$ cat config.mk
export PLATFORM = sky130hd
export DESIGN_NAME = vu_level_record_trigger
export DESIGN_NICKNAME = d
export VERILOG_FILES = /design/src/hw/rtl/vlrt_pkg.sv /design/src/hw/rtl/vu_level_record_trigger.sv
export SDC_FILE = /design/constraint.sdc
export NUM_CORES = 2
export LEC_CHECK = 0
export BUFFER_PORTS_ARGS = -buffer_cell sky130_fd_sc_hd__buf_2
export CAP_MARGIN = 20
export CORE_MARGIN = 1.5
export CORE_UTILIZATION = 44
export CTS_CLUSTER_SIZE = 16
export DETAILED_ROUTE_END_ITERATION = 16
export RECOVER_POWER = 100
export SYNTH_ARGS = -nofsm -noshare
export SYNTH_HDL_FRONTEND = slang
export SYNTH_SLANG_ARGS = --single-unit
$ cat constraint.sdc
create_clock -name clock -period 11.2 [get_ports clock]
set_input_delay 1.68 -clock clock [delete_from_list [all_inputs] [get_ports clock]]
set_output_delay 1.68 -clock clock [all_outputs]
set_load 0.05 [all_outputs]
$ cat src/hw/rtl/vlrt_pkg.sv
`timescale 1ns / 1ps
`default_nettype none
// ----------------------------------------------------------------------------
// vlrt_pkg: shared types and constants of the level/record trigger
// Sequencer states, register indexes, datapath widths and smoothing factors.
// ----------------------------------------------------------------------------
package vlrt_pkg;

   localparam int MAX_PACKET_LEN_DEF = 16384;
   localparam int SAMPLE_BITS_DEF    = 16;

   // datapath widths
   localparam int CNT_W   = 14;   // sample counter (threshold register width)
   localparam int N_W     = 15;   // packet length, up to 16384
   localparam int SUM_W   = 31;   // signed sample sum
   localparam int SQS_W   = 45;   // sum of squares
   localparam int MUL_W   = 60;   // serial multiplier product
   localparam int MB_W    = 31;   // serial multiplier shift-out operand
   localparam int ROOT_W  = 30;   // square root result
   localparam int QUO_W   = 51;   // gain * 32 * root / n
   localparam int LVL_W   = 17;   // Q1.16 level, 0..65536
   localparam int STEP_W  = 6;

   localparam int SQRT_STEPS = MUL_W / 2;
   localparam int DIV_STEPS  = QUO_W;

   localparam logic [LVL_W-1:0] LEVEL_ONE  = 17'h10000;
   localparam logic [15:0]      ATTACK_Q16 = 16'd63570;
   localparam logic [15:0]      DECAY_Q16  = 16'd45875;

   // configuration register indexes
   localparam logic [2:0] CSR_PACKET_THRESHOLD = 3'd0;
   localparam logic [2:0] CSR_GAIN             = 3'd1;
   localparam logic [2:0] CSR_STOP_LEVEL       = 3'd2;
   localparam logic [2:0] CSR_TRIGGER_LEVEL    = 3'd3;
   localparam logic [2:0] CSR_RETRIGGER_LEVEL  = 3'd4;
   localparam logic [2:0] CSR_MUTED            = 3'd5;
   localparam logic [2:0] CSR_STANDBY          = 3'd6;

   typedef enum logic [3:0] {
      ST_IDLE,
      ST_SQR,
      ST_ACC,
      ST_NS2,
      ST_S1SQ,
      ST_ROOT1,
      ST_GAIN,
      ST_DIV,
      ST_ROOT2,
      ST_SMUL,
      ST_DONE
   } state_type;

endpackage
`default_nettype wire

$ cat src/hw/rtl/vu_level_record_trigger.sv
`timescale 1ns / 1ps
`default_nettype none
// ----------------------------------------------------------------------------
// vu_level_record_trigger: VU level meter with level-triggered recording
// Accumulates sample statistics per packet, forms a Q1.16 level from the
// fourth root of gain^2 * variance, smooths it and runs the record trigger.
// ----------------------------------------------------------------------------
//
//  channel | ports                                   | transfer when
//  --------+-----------------------------------------+-------------------------
//  req     | req_sample, req_analysis_done           | req_valid & req_ready
//  rsp     | rsp_shown_level, rsp_recording,          | rsp_valid & rsp_ready
//          | rsp_started, rsp_ended                  |
//  csr     | csr_index, csr_wdata                    | csr_we
//
// Operation: the square of each sample is formed on one shared shift-add
// multiplier, one bit a cycle. The last sample of a packet adds n * S2, S1^2,
// two 30-step square roots, the gain product, a 51-step restoring divide and
// the smoothing product, all on the same serial multiplier / root / divide.
// Reset (synchronous) clears counters, sums, level and recording flags and
// loads the register defaults. A pending result in the output register does
// not stall sample intake; only the end of the next packet waits for it.
// ----------------------------------------------------------------------------
module vu_level_record_trigger #(
   parameter int MAX_PACKET_LEN = vlrt_pkg::MAX_PACKET_LEN_DEF,
   parameter int SAMPLE_BITS    = vlrt_pkg::SAMPLE_BITS_DEF
) (
   input  wire                        clock,
   input  wire                        reset,
   // sample channel
   input  wire                        req_valid,
   output logic                       req_ready,
   input  wire  signed [SAMPLE_BITS-1:0] req_sample,
   input  wire                        req_analysis_done,
   // result channel
   output logic                       rsp_valid,
   input  wire                        rsp_ready,
   output logic [vlrt_pkg::LVL_W-1:0] rsp_shown_level,
   output logic                       rsp_recording,
   output logic                       rsp_started,
   output logic                       rsp_ended,
   // register writes
   input  wire                        csr_we,
   input  wire  [2:0]                 csr_index,
   input  wire  [16:0]                csr_wdata
);

   localparam int               CAP_I   = MAX_PACKET_LEN - 1;
   localparam logic [16:0]      THR_CAP = 17'(CAP_I);

   // ---------------------------------------------------------------- registers
   logic [vlrt_pkg::CNT_W-1:0] thr_ff;
   logic [15:0]                gain_ff;
   logic [vlrt_pkg::LVL_W-1:0] stop_ff, trig_ff, retrig_ff;
   logic                       muted_ff, standby_ff;

   always_ff @(posedge clock) begin
      if (reset) begin
         thr_ff     <= 14'd2205;
         gain_ff    <= 16'd4096;
         stop_ff    <= 17'd6554;
         trig_ff    <= 17'd31457;
         retrig_ff  <= 17'd19661;
         muted_ff   <= 1'b0;
         standby_ff <= 1'b0;
      end else if (csr_we) begin
         case (csr_index)
            vlrt_pkg::CSR_PACKET_THRESHOLD: thr_ff     <= csr_wdata[13:0];
            vlrt_pkg::CSR_GAIN:             gain_ff    <= csr_wdata[15:0];
            vlrt_pkg::CSR_STOP_LEVEL:       stop_ff    <= csr_wdata;
            vlrt_pkg::CSR_TRIGGER_LEVEL:    trig_ff    <= csr_wdata;
            vlrt_pkg::CSR_RETRIGGER_LEVEL:  retrig_ff  <= csr_wdata;
            vlrt_pkg::CSR_MUTED:            muted_ff   <= csr_wdata[0];
            vlrt_pkg::CSR_STANDBY:          standby_ff <= csr_wdata[0];
            default: ;
         endcase
      end
   end

   // ---------------------------------------------------------------- state
   vlrt_pkg::state_type state_ff, state_in;

   // architectural state
   logic signed [vlrt_pkg::SUM_W-1:0] ssum_ff, ssum_in;
   logic [vlrt_pkg::SQS_W-1:0]        qsum_ff, qsum_in;
   logic [vlrt_pkg::CNT_W-1:0]        cnt_ff, cnt_in;
   logic [vlrt_pkg::LVL_W-1:0]        slide_ff, slide_in;
   logic                              rec_ff, rec_in;
   logic                              rearm_ff, rearm_in;
   logic                              wait_ff, wait_in;

   // shared serial multiplier: p += a while b shifts out, a shifts up
   logic [vlrt_pkg::MUL_W-1:0] mul_a_ff, mul_a_in, mul_p_ff, mul_p_in;
   logic [vlrt_pkg::MB_W-1:0]  mul_b_ff, mul_b_in;
   // shared square root, two radicand bits per step
   logic [vlrt_pkg::MUL_W-1:0]  sq_rad_ff, sq_rad_in;
   logic [32:0]                 sq_rem_ff, sq_rem_in;
   logic [vlrt_pkg::ROOT_W-1:0] sq_root_ff, sq_root_in;
   // restoring divider, one quotient bit per step
   logic [vlrt_pkg::QUO_W-1:0]  div_q_ff, div_q_in;
   logic [vlrt_pkg::CNT_W-1:0]  div_rem_ff, div_rem_in;
   // packet scratch
   logic [vlrt_pkg::N_W-1:0]    n_ff, n_in;
   logic [vlrt_pkg::MUL_W-1:0]  d_ff, d_in;
   logic [vlrt_pkg::STEP_W-1:0] step_ff, step_in;
   logic                        attack_ff, attack_in;
   // result register
   logic                        rsp_valid_in;
   logic [vlrt_pkg::LVL_W-1:0]  rsp_level_in;
   logic                        rsp_rec_in, rsp_start_in, rsp_end_in;

   always_ff @(posedge clock) begin
      if (reset) begin
         state_ff  <= vlrt_pkg::ST_IDLE;
         ssum_ff   <= '0;
         qsum_ff   <= '0;
         cnt_ff    <= '0;
         slide_ff  <= '0;
         rec_ff    <= 1'b0;
         rearm_ff  <= 1'b1;
         wait_ff   <= 1'b0;
         rsp_valid <= 1'b0;
      end else begin
         state_ff  <= state_in;
         ssum_ff   <= ssum_in;
         qsum_ff   <= qsum_in;
         cnt_ff    <= cnt_in;
         slide_ff  <= slide_in;
         rec_ff    <= rec_in;
         rearm_ff  <= rearm_in;
         wait_ff   <= wait_in;
         rsp_valid <= rsp_valid_in;
      end
   end

   always_ff @(posedge clock) begin
      mul_a_ff        <= mul_a_in;
      mul_b_ff        <= mul_b_in;
      mul_p_ff        <= mul_p_in;
      sq_rad_ff       <= sq_rad_in;
      sq_rem_ff       <= sq_rem_in;
      sq_root_ff      <= sq_root_in;
      div_q_ff        <= div_q_in;
      div_rem_ff      <= div_rem_in;
      n_ff            <= n_in;
      d_ff            <= d_in;
      step_ff         <= step_in;
      attack_ff       <= attack_in;
      rsp_shown_level <= rsp_level_in;
      rsp_recording   <= rsp_rec_in;
      rsp_started     <= rsp_start_in;
      rsp_ended       <= rsp_end_in;
   end

   // ---------------------------------------------------------------- sample to Q1.15
   logic signed [15:0] q15;
   generate
      if (SAMPLE_BITS >= 16) begin : g_trunc
         assign q15 = req_sample[SAMPLE_BITS-1 -: 16];
      end else begin : g_pad
         assign q15 = {req_sample, {(16-SAMPLE_BITS){1'b0}}};
      end
   endgenerate

   logic [15:0] q15_mag;
   assign q15_mag = q15[15] ? 16'(-q15) : q15;

   // ---------------------------------------------------------------- step logic
   logic                       mul_end;      // multiplier has consumed all bits
   logic [vlrt_pkg::MUL_W-1:0] mul_step_p;
   logic [32:0]                sq_t, sq_trial;
   logic                       sq_ge;
   logic [vlrt_pkg::ROOT_W-1:0] root_next;
   logic [vlrt_pkg::N_W-1:0]   div_t;
   logic                       div_ge;
   logic                       last_step;
   logic [vlrt_pkg::N_W-1:0]   n_next;
   logic [16:0]                thr_eff;
   logic                       pkt_done;
   logic [vlrt_pkg::SQS_W-1:0] qsum_new;
   logic [29:0]                s1_mag;
   logic [vlrt_pkg::LVL_W-1:0] lvl;
   logic [33:0]                adj_full;
   logic [vlrt_pkg::LVL_W-1:0] shown;

   assign mul_end    = (mul_b_ff == '0);
   assign mul_step_p = mul_p_ff + (mul_b_ff[0] ? mul_a_ff : '0);

   assign sq_t      = {sq_rem_ff[30:0], sq_rad_ff[vlrt_pkg::MUL_W-1 -: 2]};
   assign sq_trial  = {1'b0, sq_root_ff, 2'b01};
   assign sq_ge     = (sq_t >= sq_trial);
   assign root_next = {sq_root_ff[vlrt_pkg::ROOT_W-2:0], sq_ge};

   assign div_t  = {div_rem_ff, div_q_ff[vlrt_pkg::QUO_W-1]};
   assign div_ge = (div_t >= n_ff);

   assign last_step = (step_ff == '0);

   // packet end when n exceeds the threshold (capped by the packet limit)
   assign thr_eff  = ({3'b0, thr_ff} > THR_CAP) ? THR_CAP : {3'b0, thr_ff};
   assign n_next   = {1'b0, cnt_ff} + 15'd1;
   assign pkt_done = ({2'b0, n_next} > thr_eff);
   assign qsum_new = qsum_ff + vlrt_pkg::SQS_W'(mul_p_ff[31:0]);

   assign s1_mag = ssum_ff[vlrt_pkg::SUM_W-1] ? 30'(-ssum_ff) : ssum_ff[29:0];

   assign lvl = (root_next > vlrt_pkg::ROOT_W'(vlrt_pkg::LEVEL_ONE))
                ? vlrt_pkg::LEVEL_ONE : root_next[vlrt_pkg::LVL_W-1:0];

   // rounded Q16 smoothing adjustment
   assign adj_full = mul_p_ff[33:0] + 34'd32768;

   assign shown = muted_ff ? '0 : slide_ff;

   // ---------------------------------------------------------------- next state
   always_comb begin
      state_in = state_ff;
      case (state_ff)
         vlrt_pkg::ST_IDLE:  if (req_valid) state_in = vlrt_pkg::ST_SQR;
         vlrt_pkg::ST_SQR:   if (mul_end) state_in = vlrt_pkg::ST_ACC;
         vlrt_pkg::ST_ACC:   state_in = pkt_done ? vlrt_pkg::ST_NS2 : vlrt_pkg::ST_IDLE;
         vlrt_pkg::ST_NS2:   if (mul_end) state_in = vlrt_pkg::ST_S1SQ;
         vlrt_pkg::ST_S1SQ:  if (mul_end) state_in = vlrt_pkg::ST_ROOT1;
         vlrt_pkg::ST_ROOT1: if (last_step) state_in = vlrt_pkg::ST_GAIN;
         vlrt_pkg::ST_GAIN:  if (mul_end) state_in = vlrt_pkg::ST_DIV;
         vlrt_pkg::ST_DIV:   if (last_step) state_in = vlrt_pkg::ST_ROOT2;
         vlrt_pkg::ST_ROOT2: if (last_step) state_in = vlrt_pkg::ST_SMUL;
         vlrt_pkg::ST_SMUL:  if (mul_end) state_in = vlrt_pkg::ST_DONE;
         vlrt_pkg::ST_DONE:  if (!rsp_valid || rsp_ready) state_in = vlrt_pkg::ST_IDLE;
         default:            state_in = vlrt_pkg::ST_IDLE;
      endcase
   end

   // ---------------------------------------------------------------- outputs
   logic mul_run, sq_run, div_run;

   always_comb begin
      req_ready = 1'b0;
      mul_run   = 1'b0;
      sq_run    = 1'b0;
      div_run   = 1'b0;
      case (state_ff)
         vlrt_pkg::ST_IDLE:  req_ready = 1'b1;
         vlrt_pkg::ST_SQR,
         vlrt_pkg::ST_NS2,
         vlrt_pkg::ST_S1SQ,
         vlrt_pkg::ST_GAIN,
         vlrt_pkg::ST_SMUL:  mul_run = !mul_end;
         vlrt_pkg::ST_ROOT1,
         vlrt_pkg::ST_ROOT2: sq_run = 1'b1;
         vlrt_pkg::ST_DIV:   div_run = 1'b1;
         default: ;
      endcase
   end

   // ---------------------------------------------------------------- datapath
   always_comb begin
      ssum_in      = ssum_ff;
      qsum_in      = qsum_ff;
      cnt_in       = cnt_ff;
      slide_in     = slide_ff;
      rec_in       = rec_ff;
      rearm_in     = rearm_ff;
      wait_in      = wait_ff;
      mul_a_in     = mul_a_ff;
      mul_b_in     = mul_b_ff;
      mul_p_in     = mul_p_ff;
      sq_rad_in    = sq_rad_ff;
      sq_rem_in    = sq_rem_ff;
      sq_root_in   = sq_root_ff;
      div_q_in     = div_q_ff;
      div_rem_in   = div_rem_ff;
      n_in         = n_ff;
      d_in         = d_ff;
      step_in      = step_ff;
      attack_in    = attack_ff;
      rsp_valid_in = rsp_valid && !rsp_ready;
      rsp_level_in = rsp_shown_level;
      rsp_rec_in   = rsp_recording;
      rsp_start_in = rsp_started;
      rsp_end_in   = rsp_ended;

      // shared units step
      if (mul_run) begin
         mul_p_in = mul_step_p;
         mul_a_in = {mul_a_ff[vlrt_pkg::MUL_W-2:0], 1'b0};
         mul_b_in = {1'b0, mul_b_ff[vlrt_pkg::MB_W-1:1]};
      end
      if (sq_run) begin
         sq_rem_in  = sq_ge ? (sq_t - sq_trial) : sq_t;
         sq_root_in = root_next;
         sq_rad_in  = {sq_rad_ff[vlrt_pkg::MUL_W-3:0], 2'b00};
         step_in    = step_ff - 6'd1;
      end
      if (div_run) begin
         div_rem_in = div_ge ? 14'(div_t - n_ff) : div_t[vlrt_pkg::CNT_W-1:0];
         div_q_in   = {div_q_ff[vlrt_pkg::QUO_W-2:0], div_ge};
         step_in    = step_ff - 6'd1;
      end

      case (state_ff)
         vlrt_pkg::ST_IDLE: begin
            if (req_valid) begin
               if (req_analysis_done) wait_in = 1'b0;
               ssum_in  = ssum_ff + vlrt_pkg::SUM_W'(q15);
               mul_a_in = vlrt_pkg::MUL_W'(q15_mag);
               mul_b_in = vlrt_pkg::MB_W'(q15_mag);
               mul_p_in = '0;
            end
         end
         vlrt_pkg::ST_ACC: begin
            if (pkt_done) begin
               // n * S2 with the sums cleared for the next packet
               qsum_in  = '0;
               cnt_in   = '0;
               n_in     = n_next;
               mul_a_in = vlrt_pkg::MUL_W'(qsum_new);
               mul_b_in = vlrt_pkg::MB_W'(n_next);
               mul_p_in = '0;
            end else begin
               qsum_in = qsum_new;
               cnt_in  = n_next[vlrt_pkg::CNT_W-1:0];
            end
         end
         vlrt_pkg::ST_NS2: begin
            if (mul_end) begin
               d_in     = mul_p_ff;
               ssum_in  = '0;
               mul_a_in = vlrt_pkg::MUL_W'(s1_mag);
               mul_b_in = vlrt_pkg::MB_W'(s1_mag);
               mul_p_in = '0;
            end
         end
         vlrt_pkg::ST_S1SQ: begin
            if (mul_end) begin
               // D = n*S2 - S1^2, floored at zero
               sq_rad_in  = (d_ff > mul_p_ff) ? (d_ff - mul_p_ff) : '0;
               sq_rem_in  = '0;
               sq_root_in = '0;
               step_in    = 6'(vlrt_pkg::SQRT_STEPS - 1);
            end
         end
         vlrt_pkg::ST_ROOT1: begin
            if (last_step) begin
               mul_a_in = {25'b0, root_next, 5'b0};
               mul_b_in = vlrt_pkg::MB_W'(gain_ff);
               mul_p_in = '0;
            end
         end
         vlrt_pkg::ST_GAIN: begin
            if (mul_end) begin
               div_q_in   = mul_p_ff[vlrt_pkg::QUO_W-1:0];
               div_rem_in = '0;
               step_in    = 6'(vlrt_pkg::DIV_STEPS - 1);
            end
         end
         vlrt_pkg::ST_DIV: begin
            if (last_step) begin
               sq_rad_in  = vlrt_pkg::MUL_W'({div_q_ff[vlrt_pkg::QUO_W-2:0], div_ge});
               sq_rem_in  = '0;
               sq_root_in = '0;
               step_in    = 6'(vlrt_pkg::SQRT_STEPS - 1);
            end
         end
         vlrt_pkg::ST_ROOT2: begin
            if (last_step) begin
               attack_in = (lvl > slide_ff);
               mul_a_in  = vlrt_pkg::MUL_W'((lvl > slide_ff) ? (lvl - slide_ff)
                                                             : (slide_ff - lvl));
               mul_b_in  = vlrt_pkg::MB_W'((lvl > slide_ff) ? vlrt_pkg::ATTACK_Q16
                                                            : vlrt_pkg::DECAY_Q16);
               mul_p_in  = '0;
            end
         end
         vlrt_pkg::ST_SMUL: begin
            if (mul_end) begin
               slide_in = attack_ff ? (slide_ff + adj_full[32:16])
                                    : (slide_ff - adj_full[32:16]);
            end
         end
         vlrt_pkg::ST_DONE: begin
            if (!rsp_valid || rsp_ready) begin
               rsp_start_in = 1'b0;
               rsp_end_in   = 1'b0;
               // end check first, then rearm and start unless blocked
               if (rec_ff && (shown < stop_ff)) begin
                  rec_in     = 1'b0;
                  rearm_in   = 1'b1;
                  rsp_end_in = 1'b1;
               end
               if (!standby_ff && !wait_ff) begin
                  if (!rearm_in && (slide_ff < retrig_ff)) rearm_in = 1'b1;
                  if ((shown > trig_ff) && rearm_in) begin
                     rec_in       = 1'b1;
                     rearm_in     = 1'b0;
                     wait_in      = 1'b1;
                     rsp_start_in = 1'b1;
                  end
               end
               rsp_rec_in   = rec_in;
               rsp_level_in = shown;
               rsp_valid_in = 1'b1;
            end
         end
         default: ;
      endcase
   end

endmodule
`default_nettype wire

==> results.cfg <==
[finish]
nets = 6034
final_design_area_no_fill_mm2 = 0.0481
p_r_area_growth_vs_syn_pct = 8.80
post-route-util = 0.482
drive_gt1_frac = 0.0458
final_cell_count_without_fillers = 7002
most-common-layout-cells = nand2_1 (853), a21oi_1 (701), dfxtp_1 (541)
layout_commonest_cell = nand2_1

[logic_synthesis]
synth_sequential_area_ratio = 0.311
synth_enable_flop_cells = 96
yosysWarningCount = 0
synth_cells = 5723
post_synth.cell_area_avg_um2 = 7.72
synth_flop_cell = dfxtp_1
mappedNetlistNets = 6120
ys_types = 85
synth.cell_area_mm2 = 0.0442
async_flop_share = 0
ys_ff_latch = 637

[critical_path]
timing.critical_path.max_delay_family = buffers and inverters
setup.worst_path.end_class = flop
critical_path.max_fanout = 62
ff2ff_path_depth = 8
crit_type = flop to flop
path_cells = clkbuf_1, nor4_1, nand4_1, nor2_1, clkbuf_1, nand2_1, inv_1, clkbuf_1
worstPathRequired_ns = 11.40
setup.worst_path.start = mul_b_ff[0]$_DFF_P_
r2r_startpoint = mul_b_ff[0]$_DFF_P_
crit_path_top_delay_cell = clkbuf_1
regToRegEndpoint = d_ff[3]$_DFFE_PP_
timing.reg2reg.setup_slack_ns = 2.04
critPathLaunchType = flop
critical-path-top-cell-by-count = clkbuf_1
path_buf_inv = 4
cpPeakStageDelay_ns = 2.01
cp_arrival_ns = 9.36

[floorplan]
die_width_um = 320
row_count = 116
effective_utilization_at_floorplan = 0.443
io_pins = 64
floorplan.die.height_um = 320
die_area_mm2 = 0.102
design.core.area_mm2 = 0.0997

[min_path]
hold_class = flop to flop
hold_path_depth = 2
hp-start = trig_ff[1]$_SDFFE_PP0P_
holdPathEnd = trig_ff[1]$_SDFFE_PP0P_

[run]
drv.max_cap_violation_count = 19

[sta]
finalHoldViolCount = 0
maxClockFrequency_ghz = 0.109
timing.max_slew.rel_slack = -1.91
period_needed_ns = 9.16
setup_tns_ns = 0
finalMaxSlewViolations = 995
worst_clock_skew_ns = 0.0403
setup_viol = 0
worstMarginPinSlew_ns = 4.36
finalCritPeriodShare = 0.818
grt_setup_unrepaired = no

[global_routing]
grt_pass1_wl_um = 234000
maximum_number_of_pins_on_one_net_before_global_route_repair = 102
grt_pass1_vias = 38700
grt_antenna_before_repair = 2
overall_fraction_of_global_route_tracks_in_use = 0.293
gr-total-overflow = 0

[clock_network]
cts-htree-levels = 3
post-cts-setup-buffer-count = 0
tritoncts = built
cts_root_buffer = clkbuf_16
post_cts_resized = 0
clock_insertion_delay_worst_skew_ns = 0.67
cts_made_buffers = 78
cts.sink_count = 637
number_of_buffers_added_to_fix_hold_violations_after_cts = 0
number_of_buffers_on_the_longest_clock_path = 3
clk_pin_slew_worst_paths_ns = 0.06

[route]
detailedRoute.firstPassIterationCount = 8
route.final.wire_length_um = 154000
detail_route.vias_per_cell = 5.94
drcViolationCount = 0
num_vias = 41600
first_iter_violations = 3706
post_drt_wl_per_cell_um = 22.0
ant_nets = 0

[placement]
gp_congestion = 0.973
buffer_ports.inserted = 63
post-dp-hpwl_um = 115000
placement.cell_area_mm2 = 0.0456
numPlacedInstances = 6854

[run_status]
violations_in_the_final_reports = capacitance limit, slew limit
status = complete, but fails checks

[power]
total_power_mw = 9.57
power.ir.vdd_worst_uv = 174
power.leakage_nw = 19.5
power_per_cell_area_mw_per_mm2 = 199
==> flip-flops by register name, indices dropped and copies added (netlist names), 4 cells and up <==
| name | count |
|---|---|
| thr_ff | 14 |
| mul_a_ff | 60 |
| sq_rem_ff | 31 |
| slide_ff | 17 |
| retrig_ff | 17 |
| sq_root_ff | 30 |
| state_ff | 4 |
| cnt_ff | 14 |
| trig_ff | 17 |
| div_q_ff | 51 |
| ssum_ff | 31 |
| d_ff | 60 |
| rsp_shown_level | 17 |
| gain_ff | 16 |
| div_rem_ff | 14 |
| mul_b_ff | 31 |
| qsum_ff | 45 |
| sq_rad_ff | 60 |
| step_ff | 6 |
| mul_p_ff | 60 |
| stop_ff | 17 |
| n_ff | 15 |
==> layout make-up <==
class	count	area [um^2]
Sequential cell	637	13700
Fill cell	9884	51700
Inverter	289	1080
Multi-Input combinational cell	4492	28200
Tap cell	1298	1620
Timing Repair Buffer	139	729
Clock buffer	101	2150
Clock inverter	44	493
Antenna cell	2	5.00
==> cells by family (layout without fill, tap and decap cells) <==
kind of cell | Yosys count | in the layout | synth area share
buffers and inverters | 594 | 573 | 0.0515
DFF | 637 | 637 | 0.311
muxes | 144 | 144 | 0.0327
AOI/OAI and AO/OA | 1806 | 1806 | 0.248
adders and majority gates | 355 | 355 | 0.102
and+or+nand+nor | 1868 | 1868 | 0.193
xor gates and xnor gates | 319 | 319 | 0.0633
other | 0 | 2 | 0
==> worst reg2reg max path, cell delays in order (launching register included) <==
cell and delay [ns]:
dfxtp_1 0.29, clkbuf_1 0.87, nor4_1 0.71, nand4_1 0.29, nor2_1 0.76, clkbuf_1 1.38, nand2_1 1.18, inv_1 1.15
clkbuf_1 2.03
==> layer usage <==
metal | wire (um) | global-route usage | vias to the layer above
met5 | 15 | 0 | -
met4 | 6610 | 0.122 | 2
met3 | 11000 | 0.0468 | 290
met2 | 68300 | 0.465 | 1391
met1 | 68200 | 0.395 | 19700
li1 | - | - | 20200
==> cell usage after synthesis, drive strengths merged, types with 15 or more instances <==
cell type	n	area, um^2
o31ai	39	293
o221ai	22	193
nand2	855	3210
and2	98	613
nor4	29	181
dfxtp	541	10800
a31oi	57	357
nor2	370	1390
nand2b	39	244
nor2b	43	269
a22oi	25	188
a22o	25	219
nor3	71	355
nand3b	20	150
o21a	40	300
ha	347	4340
a21boi	15	113
and3	52	325
o21bai	47	353
mux2i	143	1430
xor2	137	1200
clkbuf	259	976
a211oi	37	278
a221oi	22	193
or3	40	267
a21o	155	1160
inv	285	1070
edfxtp	96	2880
o22ai	36	225
o21ai	428	2140
a211o	26	228
xnor2	182	1590
nand3	127	636
o211ai	24	180
nand4	75	469
buf	46	215
a21oi	701	3510
==> where the power goes <==
part	internal (mW)	leakage (nW)	switching, mW
registers	2.55	5.27	0.339
clock network	1.57	1.29	1.08
logic	1.45	13.0	2.58
==> how the worst max path moves through the flow <==
stage	end	slack [ns]	cells after the start
final	d_ff[3]$_DFFE_PP_	2.04	8
after global placement	mul_a_ff[29]$_DFF_P_	3.84	25
after detailed placement	mul_a_ff[29]$_DFF_P_	3.92	25
after CTS	mul_a_ff[29]$_DFF_P_	3.88	25
after global routing	mul_a_ff[32]$_DFF_P_	1.64	25
after floorplan	mul_b_ff[14]$_DFF_P_	5.02	27
==> stage by stage <==
step,hold WS (ns),setup WS (ns)
after CTS,0.455,3.88
after global routing,0.466,1.64
after global placement,0.442,3.84
after floorplan,0.432,5.02
final,0.453,2.04
after detailed placement,0.448,3.92
(Power assumes the default switching activity.)
